**src/sv/assert_macros.svh**
```systemverilog
// Assertion macros used by the RLE5 sprite decoder core.
// No dependencies; SYNTHESIS empties every macro body.
`ifndef ASSERT_MACROS_SVH
`define ASSERT_MACROS_SVH
`ifndef SYNTHESIS
// Property must hold at every clock edge out of reset.
`define RLE5_ASSERT(label, clk, rst_n, prop) \
	label: assert property (@(posedge clk) disable iff (!rst_n) (prop)) \
		else $error("rle5 assertion failed");
// Condition must never be seen at a clock edge out of reset.
`define RLE5_ASSERT_NEVER(label, clk, rst_n, cond) \
	label: assert property (@(posedge clk) disable iff (!rst_n) !(cond)) \
		else $error("rle5 forbidden condition seen");
`else
`define RLE5_ASSERT(label, clk, rst_n, prop)
`define RLE5_ASSERT_NEVER(label, clk, rst_n, cond)
`endif
`endif

```
**src/sv/rle5_pkg.sv**
```systemverilog
// Types, codes and constants of the RLE5 sprite decoder.
// No dependencies; used by every RTL module of the block.
package rle5_pkg;

	localparam int MAX_PIXELS_DEF = 1048576;
	localparam int SIZE_BITS_DEF  = 24;

	localparam int CSIZE_W   = 24;   // compressed_size register
	localparam int LIMIT_W   = 21;   // pixel_limit register
	localparam int CFG_W     = 24;   // widest register
	localparam int CFG_IDX_W = 1;

	typedef enum logic [CFG_IDX_W-1:0] {
		CFG_COMPRESSED_SIZE = 1'b0,
		CFG_PIXEL_LIMIT     = 1'b1
	} cfg_idx_t;

	typedef enum logic [3:0] {
		PH_RUN   = 4'b0001,
		PH_FLAG  = 4'b0010,
		PH_COLOR = 4'b0100,
		PH_DATA  = 4'b1000
	} phase_t;

	localparam logic [7:0] DATA_COUNT_MASK = 8'h7F;
	localparam logic [7:0] COLOR_FLAG      = 8'h80;
	localparam logic [7:0] COLOR_MASK      = 8'h1F;
	localparam int         REP_SHIFT       = 5;
	localparam logic [19:0] FIRST_PIXEL_MAX = 20'hFFFFF;

	typedef struct packed {
		logic       cmd;
		logic [7:0] in_byte;
	} in_item_t;

	typedef struct packed {
		logic [7:0]  pixel_value;
		logic [8:0]  run_count;
		logic [19:0] first_pixel;
		logic        stream_done;
	} out_item_t;

endpackage

```
**src/sv/rle5_cfg.sv**
```systemverilog
// Configuration registers of the RLE5 sprite decoder; pixel limit stored clamped.
// Depends on rle5_pkg.
module rle5_cfg #(
	parameter int MAX_PIXELS = rle5_pkg::MAX_PIXELS_DEF,
	localparam int PW = $clog2(MAX_PIXELS + 1),
	localparam int LW = (PW > rle5_pkg::LIMIT_W) ? PW : rle5_pkg::LIMIT_W
) (
	input  logic                          clk,
	input  logic                          arst_n,
	input  logic                          cfg_we,
	input  logic [rle5_pkg::CFG_IDX_W-1:0] cfg_index,
	input  logic [rle5_pkg::CFG_W-1:0]     cfg_data,
	output logic [rle5_pkg::CSIZE_W-1:0]   csize,
	output logic [LW-1:0]                  limit
);

	logic [rle5_pkg::CSIZE_W-1:0] csize_q;
	logic [LW-1:0]                limit_q;
	logic [LW-1:0]                lim_in;
	logic [LW-1:0]                lim_max;

	assign lim_in  = LW'(cfg_data[rle5_pkg::LIMIT_W-1:0]);
	assign lim_max = LW'(MAX_PIXELS);

	always_ff @(posedge clk or negedge arst_n) begin
		if (!arst_n) begin
			csize_q <= '0;
			limit_q <= '0;
		end else if (cfg_we) begin
			case (rle5_pkg::cfg_idx_t'(cfg_index))
				rle5_pkg::CFG_COMPRESSED_SIZE: csize_q <= cfg_data[rle5_pkg::CSIZE_W-1:0];
				rle5_pkg::CFG_PIXEL_LIMIT:     limit_q <= (lim_in > lim_max) ? lim_max : lim_in;
				default: ;
			endcase
		end
	end

	assign csize = csize_q;
	assign limit = limit_q;

endmodule

```
**src/sv/rle5_core.sv**
```systemverilog
// Decode core: input register, packet phase machine and counters, result register.
// Depends on rle5_pkg and assert_macros.svh.
`include "assert_macros.svh"
module rle5_core #(
	parameter int MAX_PIXELS = rle5_pkg::MAX_PIXELS_DEF,
	parameter int SIZE_BITS  = rle5_pkg::SIZE_BITS_DEF,
	localparam int PW = $clog2(MAX_PIXELS + 1),
	localparam int LW = (PW > rle5_pkg::LIMIT_W) ? PW : rle5_pkg::LIMIT_W,
	localparam int CW = (SIZE_BITS > rle5_pkg::CSIZE_W) ? SIZE_BITS : rle5_pkg::CSIZE_W
) (
	input  logic                        clk,
	input  logic                        arst_n,
	input  logic [rle5_pkg::CSIZE_W-1:0] csize,
	input  logic [LW-1:0]                limit,
	input  logic                        in_valid,
	output logic                        in_stall,
	input  rle5_pkg::in_item_t          in_data,
	output logic                        out_valid,
	input  logic                        out_stall,
	output rle5_pkg::out_item_t         out_data
);

	// input register
	logic               valid_s1;
	rle5_pkg::in_item_t item_s1;
	logic               adv;

	// decode state
	rle5_pkg::phase_t   phase_q;
	logic [7:0]         header_run_q;
	logic [6:0]         left_q;
	logic [SIZE_BITS-1:0] bc_q;
	logic [PW-1:0]      pw_q;
	logic               finished_q;

	// result register
	logic                out_valid_q;
	rle5_pkg::out_item_t out_q;

	// next-state logic
	rle5_pkg::phase_t   phase_n;
	logic [6:0]         left_n;
	logic [SIZE_BITS-1:0] bc_inc;
	logic               at_end;
	logic               end_after;
	logic               do_work;
	logic               emit;
	logic               last;
	logic [7:0]         color;
	logic [8:0]         want;
	logic [7:0]         b;
	logic [LW-1:0]      pw_ext;
	logic [LW-1:0]      room;
	logic [8:0]         run;
	logic [19:0]        start;

	assign adv      = valid_s1 && (!out_valid_q || !out_stall);
	assign in_stall = valid_s1 && !adv;

	always_ff @(posedge clk or negedge arst_n) begin
		if (!arst_n) begin
			valid_s1 <= 1'b0;
		end else if (in_valid && !in_stall) begin
			valid_s1 <= 1'b1;
		end else if (adv) begin
			valid_s1 <= 1'b0;
		end
	end

	always_ff @(posedge clk) begin
		if (in_valid && !in_stall) begin
			item_s1 <= in_data;
		end
	end

	assign b       = item_s1.in_byte;
	assign at_end  = CW'(bc_q) >= CW'(csize);
	assign bc_inc  = (bc_q == '1) ? bc_q : bc_q + 1'b1;
	assign end_after = CW'(bc_inc) >= CW'(csize);
	assign do_work = item_s1.cmd && !finished_q && !(phase_q == rle5_pkg::PH_RUN && at_end);

	always_comb begin
		phase_n = phase_q;
		left_n  = left_q;
		emit    = 1'b0;
		last    = 1'b0;
		color   = '0;
		want    = '0;
		case (phase_q)
			rle5_pkg::PH_RUN: begin
				phase_n = rle5_pkg::PH_FLAG;
			end
			rle5_pkg::PH_FLAG: begin
				left_n = b[6:0] & rle5_pkg::DATA_COUNT_MASK[6:0];
				if ((b & rle5_pkg::COLOR_FLAG) != '0) begin
					phase_n = rle5_pkg::PH_COLOR;
				end else begin
					emit    = 1'b1;
					last    = (left_n == '0);
					want    = {1'b0, header_run_q} + 9'd1;
					phase_n = last ? rle5_pkg::PH_RUN : rle5_pkg::PH_DATA;
				end
			end
			rle5_pkg::PH_COLOR: begin
				emit    = 1'b1;
				last    = (left_q == '0);
				color   = b;
				want    = {1'b0, header_run_q} + 9'd1;
				phase_n = last ? rle5_pkg::PH_RUN : rle5_pkg::PH_DATA;
			end
			rle5_pkg::PH_DATA: begin
				left_n  = left_q - 7'd1;
				emit    = 1'b1;
				last    = (left_n == '0);
				color   = b & rle5_pkg::COLOR_MASK;
				want    = 9'(b >> rle5_pkg::REP_SHIFT) + 9'd1;
				phase_n = last ? rle5_pkg::PH_RUN : rle5_pkg::PH_DATA;
			end
			default: begin
				phase_n = rle5_pkg::PH_RUN;
			end
		endcase
	end

	// clamp to the remaining budget
	assign pw_ext = LW'(pw_q);
	assign room   = (limit > pw_ext) ? (limit - pw_ext) : '0;
	assign run    = (LW'(want) < room) ? want : room[8:0];
	assign start  = (pw_ext > LW'(rle5_pkg::FIRST_PIXEL_MAX)) ?
		rle5_pkg::FIRST_PIXEL_MAX : pw_ext[19:0];

	always_ff @(posedge clk or negedge arst_n) begin
		if (!arst_n) begin
			phase_q      <= rle5_pkg::PH_RUN;
			header_run_q <= '0;
			left_q       <= '0;
			bc_q         <= '0;
			pw_q         <= '0;
			finished_q   <= 1'b0;
		end else if (adv) begin
			if (!item_s1.cmd) begin
				phase_q      <= rle5_pkg::PH_RUN;
				header_run_q <= '0;
				left_q       <= '0;
				bc_q         <= '0;
				pw_q         <= '0;
				finished_q   <= 1'b0;
			end else if (!finished_q) begin
				if (phase_q == rle5_pkg::PH_RUN && at_end) begin
					finished_q <= 1'b1;
				end else begin
					bc_q    <= bc_inc;
					phase_q <= phase_n;
					left_q  <= left_n;
					if (phase_q == rle5_pkg::PH_RUN) begin
						header_run_q <= b;
					end
					if (emit) begin
						pw_q <= PW'(pw_ext + LW'(run));
						if (last) begin
							finished_q <= end_after;
						end
					end
				end
			end
		end
	end

	always_ff @(posedge clk or negedge arst_n) begin
		if (!arst_n) begin
			out_valid_q <= 1'b0;
		end else if (adv) begin
			out_valid_q <= do_work && emit;
		end else if (!out_stall) begin
			out_valid_q <= 1'b0;
		end
	end

	always_ff @(posedge clk) begin
		if (adv && do_work && emit) begin
			out_q.pixel_value <= color;
			out_q.run_count   <= run;
			out_q.first_pixel <= start;
			out_q.stream_done <= last && end_after;
		end
	end

	assign out_valid = out_valid_q;
	assign out_data  = out_q;

	`RLE5_ASSERT(a_data_has_count, clk, arst_n, (phase_q == rle5_pkg::PH_DATA) |-> (left_q != '0))
	`RLE5_ASSERT(a_finished_at_boundary, clk, arst_n, finished_q |-> (phase_q == rle5_pkg::PH_RUN))
	`RLE5_ASSERT(a_emit_loads_result, clk, arst_n, (adv && do_work && emit) |=> out_valid_q)
	`RLE5_ASSERT_NEVER(a_run_too_long, clk, arst_n, out_valid_q && (out_q.run_count > 9'd256))

endmodule

```
**src/sv/rle5_sprite_decoder_top.sv**
```systemverilog
// Top level of the RLE5 sprite run-length decoder.
// Depends on rle5_pkg, rle5_cfg and rle5_core.
//
// The decoder takes one transaction per clock on the input channel while in_stall is low:
// cmd 0 starts a new sprite and clears the packet phase, byte count and pixel count; cmd 1
// delivers one compressed byte. A byte taken sits in the input register, where the decode
// logic works on it, and any run it produces is loaded into the result register when the
// byte advances, which waits while the run already there is stalled. The sustained rate is
// one byte per cycle while out_stall stays low.
// A byte that ends a packet header (flag without colour, or the colour byte) or any data
// byte yields one run transaction; run-length bytes and colour-announcing flag bytes yield
// none. Runs are clamped to the remaining pixel budget (pixel_limit, capped at MAX_PIXELS)
// and may be zero long. stream_done marks the run that closes the packet at or past
// compressed_size; after that, bytes are swallowed until the next cmd 0. The input register
// lets one byte be taken while a finished run still waits downstream; in_stall rises only
// while that byte is held and the run ahead of it is stalled. Configuration writes take
// effect at once and should only be made while the block is idle.
module rle5_sprite_decoder_top #(
	parameter int MAX_PIXELS = rle5_pkg::MAX_PIXELS_DEF,
	parameter int SIZE_BITS  = rle5_pkg::SIZE_BITS_DEF
) (
	input  logic                          clk,
	input  logic                          arst_n,
	// configuration write port
	input  logic                          cfg_we,
	input  logic [rle5_pkg::CFG_IDX_W-1:0] cfg_index,
	input  logic [rle5_pkg::CFG_W-1:0]     cfg_data,
	// compressed byte channel
	input  logic                          in_valid,
	output logic                          in_stall,
	input  rle5_pkg::in_item_t            in_data,
	// run channel
	output logic                          out_valid,
	input  logic                          out_stall,
	output rle5_pkg::out_item_t           out_data
);

	// limit width must cover both the register and the largest budget
	localparam int PW = $clog2(MAX_PIXELS + 1);
	localparam int LW = (PW > rle5_pkg::LIMIT_W) ? PW : rle5_pkg::LIMIT_W;

	logic [rle5_pkg::CSIZE_W-1:0] csize;
	logic [LW-1:0]                limit;

	rle5_cfg #(
		.MAX_PIXELS(MAX_PIXELS)
	) u_cfg (
		.clk      (clk),
		.arst_n   (arst_n),
		.cfg_we   (cfg_we),
		.cfg_index(cfg_index),
		.cfg_data (cfg_data),
		.csize    (csize),
		.limit    (limit)
	);

	// phase machine, counters and the run result register
	rle5_core #(
		.MAX_PIXELS(MAX_PIXELS),
		.SIZE_BITS (SIZE_BITS)
	) u_core (
		.clk      (clk),
		.arst_n   (arst_n),
		.csize    (csize),
		.limit    (limit),
		.in_valid (in_valid),
		.in_stall (in_stall),
		.in_data  (in_data),
		.out_valid(out_valid),
		.out_stall(out_stall),
		.out_data (out_data)
	);

endmodule
```
**config.mk**
```make
export PLATFORM = sky130hd
export DESIGN_NAME = rle5_sprite_decoder_top
export DESIGN_NICKNAME = d
export VERILOG_FILES = /design/src/sv/rle5_pkg.sv /design/src/sv/rle5_cfg.sv /design/src/sv/rle5_core.sv /design/src/sv/rle5_sprite_decoder_top.sv
export VERILOG_INCLUDE_DIRS = /design/src /design/src/sv
export SDC_FILE = /design/constraint.sdc
export NUM_CORES = 1
export LEC_CHECK = 0
export BUFFER_PORTS_ARGS = -buffer_cell sky130_fd_sc_hd__buf_2
export CORE_ASPECT_RATIO = 0.9
export CORE_MARGIN = 10
export CORE_UTILIZATION = 66
export DETAILED_ROUTE_END_ITERATION = 6
export GPL_TIMING_DRIVEN = 0
export PLACE_DENSITY_LB_ADDON = 0.05
export SETUP_SLACK_MARGIN = 0.2
export SYNTH_ARGS = -nofsm -noshare
export SYNTH_HDL_FRONTEND = slang
export SYNTH_SLANG_ARGS = --single-unit
```
**constraint.sdc**
```tcl
create_clock -name clk -period 13.6 [get_ports clk]
set_clock_uncertainty 0.1 [all_clocks]
set_input_delay 0.68 -clock clk [delete_from_list [all_inputs] [get_ports clk]]
set_output_delay 0.68 -clock clk [all_outputs]
set_load 0.01 [all_outputs]
```
After elaboration in Yosys (flattened, before gate mapping)

Index checks and enable logic that the tools add are counted.

Register bits after elaboration: 159
Input port bits: 39
Output and inout port bits: 40

Add/sub/neg operators: 6
Order comparisons: 6
Equality and inequality tests: 11
Mux-type cells: 43
Bitwise gates (word level): 1
Reduce and logical (&&, ||, !) cells: 28

Operators by type and width:

| operator                | count |
|---|---|
| $mux W21                | 6 |
| $mux W24                | 4 |
| $ge A24 B24 Y1          | 2 |
| $mux W8                 | 4 |
| $mux W4                 | 7 |
| $pmux W9 S3             | 1 |
| $add A24 B1 Y24 const B | 1 |
| $eq A24 B24 Y1 const B  | 1 |
| $add A21 B9 Y21         | 1 |
| $gt A21 B20 Y1 const B  | 1 |
| $gt A21 B21 Y1          | 1 |
| $gt A21 B21 Y1 const B  | 1 |
| $logic_not A7 Y1        | 3 |
| $lt A9 B21 Y1           | 1 |
| $mux W7                 | 3 |
| $sub A21 B21 Y21        | 1 |
| $mux W9                 | 2 |
| $pmux W4 S4             | 1 |
| $pmux W8 S2             | 1 |
| $pmux W7 S2             | 1 |
| $reduce_and A4 Y1       | 3 |
| $mux W1                 | 11 |
| $logic_and A1 B1 Y1     | 10 |
| $add A8 B1 Y9 const B   | 1 |
| 18 further kinds        | 27 |

Depth between registers and ports, before layout

Depth in word-level cells: 10
Mapped depth: 32

Cells and area by module

A second synthesis with hierarchy kept.

Cells, all modules: 1090
Area total of the unflattened synthesis: 10715.3 µm²

By module, submodules not included:

| module    | instances | cells an instance | area each (µm²) | seq. area each (µm²) |
|---|---|---|---|---|
| rle5_core | 1         | 971               | 8798.4          | 3089.2 |
| rle5_cfg  | 1         | 119               | 1916.8          | 1126.1 |

Worst setup path before layout

Ideal clock, no wire load.

Path type: reg-to-reg
From: reg u_core.pw_q[9] (netlist: u_core.pw_ext[9])
To: reg u_core.pw_q[14] (netlist: u_core.pw_ext[14])
Library setup time: 0.076 ns
Arrival time: 6.157 ns
Required time: 13.424 ns
Path slack: 7.267 ns
Cell stages (with the launch flop): 29
Path buffers: 1
Period minus slack after synthesis: 6.333 ns
Path through: dfrtp_1 inv_1 ha_1 buf_2 nand4_1 nor3_1 o21a_1 o21a_2 nor2_1 a31oi_1 nand3_1 ha_1 a21oi_1 o21a_1 a21oi_1 inv_1 o311a_1 nor4_4 mux2_4 fa_1 nor2b_1 o21ai_1 a21oi_1 o21ai_1 a2111oi_0 o21a_1 nand3_1 or3_1 o21ai_1

Longest elaborated chain between the ends: 9
Elaborated cells on any way between the ends: 10
Classes of those cells: 2 x add/sub; 2 x order compare; 6 x mux

RTL lines:

| element                                            | RTL line         | source |
|---|---|---|
| start, declared                                    | rle5_core.sv:33  | `logic [PW-1:0] pw_q;` |
| start signal, assigned                             | rle5_core.sv:159 | `pw_q <= PW'(pw_ext + LW'(run));` |
| $sub A21 B21 Y21 or $gt A21 B21 Y1 (tied branches) | rle5_core.sv:127 | `assign room = (limit > pw_ext) ? (limit - pw_ext) : '0;` |
| $mux W21                                           | rle5_core.sv:127 |  |
| $lt A9 B21 Y1                                      | rle5_core.sv:128 | `assign run = (LW'(want) < room) ? want : room[8:0];` |
| $mux W9                                            | rle5_core.sv:128 |  |
| $add A21 B9 Y21 *                                  | rle5_core.sv:159 |  |
| $mux W21 *                                         | rle5_core.sv:158 | `if (emit) begin` |
| $mux W21 *                                         | rle5_core.sv:149 | `if (phase_q == rle5_pkg::PH_RUN && at_end) begin` |
| $mux W21 *                                         | rle5_core.sv:148 | `end else if (!finished_q) begin` |
| $mux W21 *                                         | rle5_core.sv:141 | `if (!item_s1.cmd) begin` |

Mark *: on every way between the ends. The rest lies on a longest branch, timed or not. The select of a mux whose other input is x is not followed.
A chain may end at the register's enable or synchronous reset.

Worst setup path in the final report

From: reg u_core.pw_q[9] (netlist: u_core.pw_ext[9])
To: reg u_core.pw_q[20] (netlist: u_core.pw_ext[20])

Same word-level chain as after synthesis.

==> reports/qor.yml <==
post-route-cell-area_sq_um: 11740
grt_util_met2: 0.3934
placement_rows: 43
synth.ff_latch_count: 159
grt_use_met3: 0.05669
layout.nets: 1356
share_seq_of_total_power: 0.402
crit-reg2reg-capture: "u_core.pw_ext[20]"
mappedNetlistArea_sq_um: 10440
endpoint_kind: "flip-flop"
p_switching_mw: 0.4519
first_pass_iters: 7
worst_hold_stages: 1
synth-edff-count: 47
critPathMaxFanout: 9
start_util: 0.6760
grt_most_used_layer: "met2"
post-synth-top-area-cell: "sky130_fd_sc_hd__dfrtp_1"
worst_slew_pin_slew_ns: 1.078
floorplan.die_area_sq_um: 21250
setup_tns_ns: 0
cellInternalPower_mw: 0.9332
leakage_nw: 5.539
number_of_drc_markers_after_the_initial_detailed_route_iteration: 824
finalNonFillerCells: 1436
report.final.setup_viol: 0
run_status: "finished, final reports clean"
postCtsSetupRepairBufs: 0
postCtsResizedCells: 0
port_buffers: 78
final_layout_size_suffix_gt1_frac: 0.1126
htree_levels: 4
cts_tree: "yes"
finalPower_mw: 1.385
hpwl_um: 21550
cts-root-to-sink-buffers: 2
synth-adder-area-share: 0.1165
dpl-instance-area_sq_um: 11120
max_freq_mhz: 133.0
synth_compound_gate_area_share: 0.2047
maxSlewHeadroom: 0.2763
cp_slowest_stage_delay_ns: 0.62
grt.total_usage: 0.2617
worst_skew_pair.late_latency_ns: 0.44
netlist_instances: 1122
regToRegStartpoint: "u_core.pw_ext[9]"
floorplan.core_area_sq_um: 15440
whs_endpoint: "u_core.b[2]"
post_synth_arst_share: 0.7044
max-cap-violations: 0
use_met1: 0.3626
synth.area.mux_share: 0.01762
postSynthNetCount: 1257
worst_setup_path_startpoint: "u_core.pw_ext[9]"
critical_path_arrival_ns: 7.78
io_pins: 79
antenna_cells_inserted: 0
combinational_family_with_the_most_area_after_synthesis: "compound AO/OA/AOI/OAI gates"
first_global_vias: 8661
most_used_flip_flop_cell_after_synthesis: "sky130_fd_sc_hd__dfrtp_1"
synth_simple_gate_area_share: 0.1719
drt-total-wl_um: 28760
r2r.worst_path.cells: 28
average_wire_length_per_cell_after_detail_routing_um: 20.03
hold_start: "in_data[2]"
clock_root_buffer: "sky130_fd_sc_hd__clkbuf_16"
post_synth.cell_area_avg_sq_um: 9.304
ant_nets: 0
layout_worst_path_cycle_share: 0.5531
syn2layout_area_growth_pct: 12.50
via_per_inst: 6.363
critical_path_required_ns: 13.86
number_of_filler_instances_in_the_final_layout: 1135
post_synth_xor_area_fraction: 0.04195
hold_violations: 0
startpoint_type: "flip-flop"
ys_top_cells_by_area: "sky130_fd_sc_hd__dfrtp_1 27%, sky130_fd_sc_hd__edfxtp_1 14%, sky130_fd_sc_hd__ha_1 11%"
grt_remaining_overflow: 0
worst_ir_drop_vdd_mv: 0.1042
grt_pass1_wl_um: 45740
setup_repair_after_global_routing_missed_its_margin: "no"
slowest_stage: "sky130_fd_sc_hd__nor4_4"
yosys.cell_types.count: 78
die_y_um: 139.3
die_w_um: 152.6
ys.warnings.count: 0
hold_class: "primary input to flip-flop"
seqCellArea_sq_um: 4215
clk_pin_slew_worst_paths_ns: 0.07
drcViolationCount: 0
final_max_slew_viol_count: 0
clock_power_share: 0.362
p_comb_frac: 0.236
numClockSinks: 159
routed-via-count: 9137
finalCoreUtilization: 0.7606
cts_inserted_buffers: 17
share_of_synthesized_area_occupied_by_flip_flops_and_latches: 0.4038
powerDensity_nw_per_um2: 117.9
numPlacedInstances: 1403
criticalPathCategory: "flip-flop to flip-flop"
final_period_minus_worst_setup_slack_ns: 7.522
internal_reg_to_reg_setup_slack_ns: 6.08
p_sw_frac: 0.3263
antenna_found_initial: 0
total_area_of_multi_input_combinational_cells_sq_um: 5769
synthDominantCellAreaShare: 0.2661
routabilityCongestion: 0.9419
grt_start_max_net_pins: 92
post_cts_hold_buffer_count: 1
==> flip-flops by register name (all words and copies together) (netlist names) <==
name / flops
u_core.out_data: 38
u_cfg.csize: 24
u_core.bc_q: 24
u_cfg.limit: 21
u_core.pw_ext: 21
u_core.b: 8
u_core.header_run_q: 8
u_core.left_q: 7
u_core.phase_q: 4
u_core.finished_q: 1
u_core.item_s1: 1
u_core.out_valid: 1
u_core.valid_s1: 1
==> layout by cell type (no fill, tap or decap), types with 5 or more instances in the layout <==
cell type / synthesis / final
sky130_fd_sc_hd__nor2_1: 60 / 60
sky130_fd_sc_hd__clkbuf_1: 39 / 39
sky130_fd_sc_hd__a21oi_1: 71 / 71
sky130_fd_sc_hd__or3_1: 5 / 5
sky130_fd_sc_hd__o21ai_0: 51 / 51
sky130_fd_sc_hd__nand4_1: 21 / 21
sky130_fd_sc_hd__xor2_1: 22 / 22
sky130_fd_sc_hd__nor3_1: 15 / 15
sky130_fd_sc_hd__o31ai_1: 5 / 5
sky130_fd_sc_hd__nor4b_1: 5 / 5
sky130_fd_sc_hd__mux2i_1: 9 / 9
sky130_fd_sc_hd__nand2b_1: 18 / 18
sky130_fd_sc_hd__o21ai_1: 38 / 38
sky130_fd_sc_hd__inv_1: 70 / 69
sky130_fd_sc_hd__ha_1: 94 / 94
sky130_fd_sc_hd__nor4_1: 12 / 12
sky130_fd_sc_hd__edfxtp_1: 47 / 47
sky130_fd_sc_hd__a21o_1: 27 / 27
sky130_fd_sc_hd__dfrtp_1: 111 / 111
sky130_fd_sc_hd__buf_2: 3 / 80
sky130_fd_sc_hd__inv_6: 0 / 6
sky130_fd_sc_hd__nand3_1: 40 / 40
sky130_fd_sc_hd__a211oi_1: 6 / 6
sky130_fd_sc_hd__a41o_1: 13 / 13
sky130_fd_sc_hd__nor2b_1: 14 / 14
sky130_fd_sc_hd__clkbuf_16: 0 / 17
sky130_fd_sc_hd__xnor2_1: 28 / 28
sky130_fd_sc_hd__o21a_1: 10 / 10
sky130_fd_sc_hd__nand2_1: 117 / 117
sky130_fd_sc_hd__a31oi_1: 21 / 21
sky130_fd_sc_hd__o211ai_1: 8 / 8
sky130_fd_sc_hd__and2_1: 10 / 10
sky130_fd_sc_hd__a22o_1: 33 / 33
sky130_fd_sc_hd__and3_1: 25 / 25
==> Yosys cell counts (14+ instances only) <==
cell type	instances
sky130_fd_sc_hd__inv_1	70
sky130_fd_sc_hd__nand4_1	21
sky130_fd_sc_hd__ha_1	94
sky130_fd_sc_hd__a31oi_1	21
sky130_fd_sc_hd__and3_1	25
sky130_fd_sc_hd__nand2b_1	18
sky130_fd_sc_hd__clkbuf_1	39
sky130_fd_sc_hd__nand3_1	40
sky130_fd_sc_hd__nor2_1	60
sky130_fd_sc_hd__nor3_1	15
sky130_fd_sc_hd__nand2_1	117
sky130_fd_sc_hd__edfxtp_1	47
sky130_fd_sc_hd__o21ai_0	51
sky130_fd_sc_hd__a22o_1	33
sky130_fd_sc_hd__a21oi_1	71
sky130_fd_sc_hd__a21o_1	27
sky130_fd_sc_hd__o21ai_1	38
sky130_fd_sc_hd__dfrtp_1	111
sky130_fd_sc_hd__xor2_1	22
sky130_fd_sc_hd__nor2b_1	14
sky130_fd_sc_hd__xnor2_1	28
==> per-stage QoR <==
step	hold WS, ns	setup WS [ns]
finish	0.3136	6.078
global route	0.3118	5.412
CTS	0.3095	6.224
detailed placement	0.3806	6.252
global placement	0.3705	6.365
floorplan	0.2844	7.267
==> logic make-up (layout without fill, tap and decap cells) <==
family	after synthesis	in the layout
flip-flops	159	159
buffers and inverters	118	230
XOR/XNOR	50	50
adder cells (fa/ha/maj)	96	96
AND/OR/NAND/NOR	359	359
multiplexers	17	17
AO/OA/AOI/OAI	323	323
==> final cells by class <==
type / count / share of cell area
Multi-Input combinational cell: 845 / 0.4913
Sequential cell: 159 / 0.3589
Timing Repair Buffer: 80 / 0.03697
Clock buffer: 17 / 0.03622
Inverter: 71 / 0.02269
Tap cell: 202 / 0.02152
Clock inverter: 15 / 0.01641
Buffer: 47 / 0.01598
==> metal layers <==
metal  part of all wire  up-vias
met5                  0        -
met4              0.032        0
met3              0.085       56
met2               0.44      408
met1               0.44     4369
li1                   -     4304
==> power groups by stage <==
stage	clock network [mW]	registers (mW)	logic [mW]
after detailed placement	0	0.563	0.318
after global routing	0.522	0.559	0.364
after CTS	0.502	0.555	0.322
after global placement	0	0.562	0.311
final	0.502	0.556	0.327
after floorplan	0	0.552	0.236
==> how the worst max path moves through the flow <==
stage | to | slack (ns) | cells after the start
3_3_place_gp | u_core.pw_ext[14] | 6.37 | 28
5_1_grt | u_core.pw_ext[11] | 5.41 | 27
4_1_cts | u_core.pw_ext[11] | 6.22 | 27
2_1_floorplan | u_core.pw_ext[14] | 7.27 | 28
3_5_place_dp | u_core.pw_ext[11] | 6.25 | 27
6_report | u_core.pw_ext[20] | 6.08 | 28
==> worst max-delay path, delay by kind of cell (launching register included) <==
family / cells / cell delay [ns]
flip-flops: 1 / 0.42
multiplexers: 1 / 0.36
AND/OR/NAND/NOR: 9 / 2.02
AO/OA/AOI/OAI: 12 / 3.08
buffers and inverters: 3 / 0.38
adder cells (fa/ha/maj): 3 / 1.10
Power figures use the tool's default switching activity.
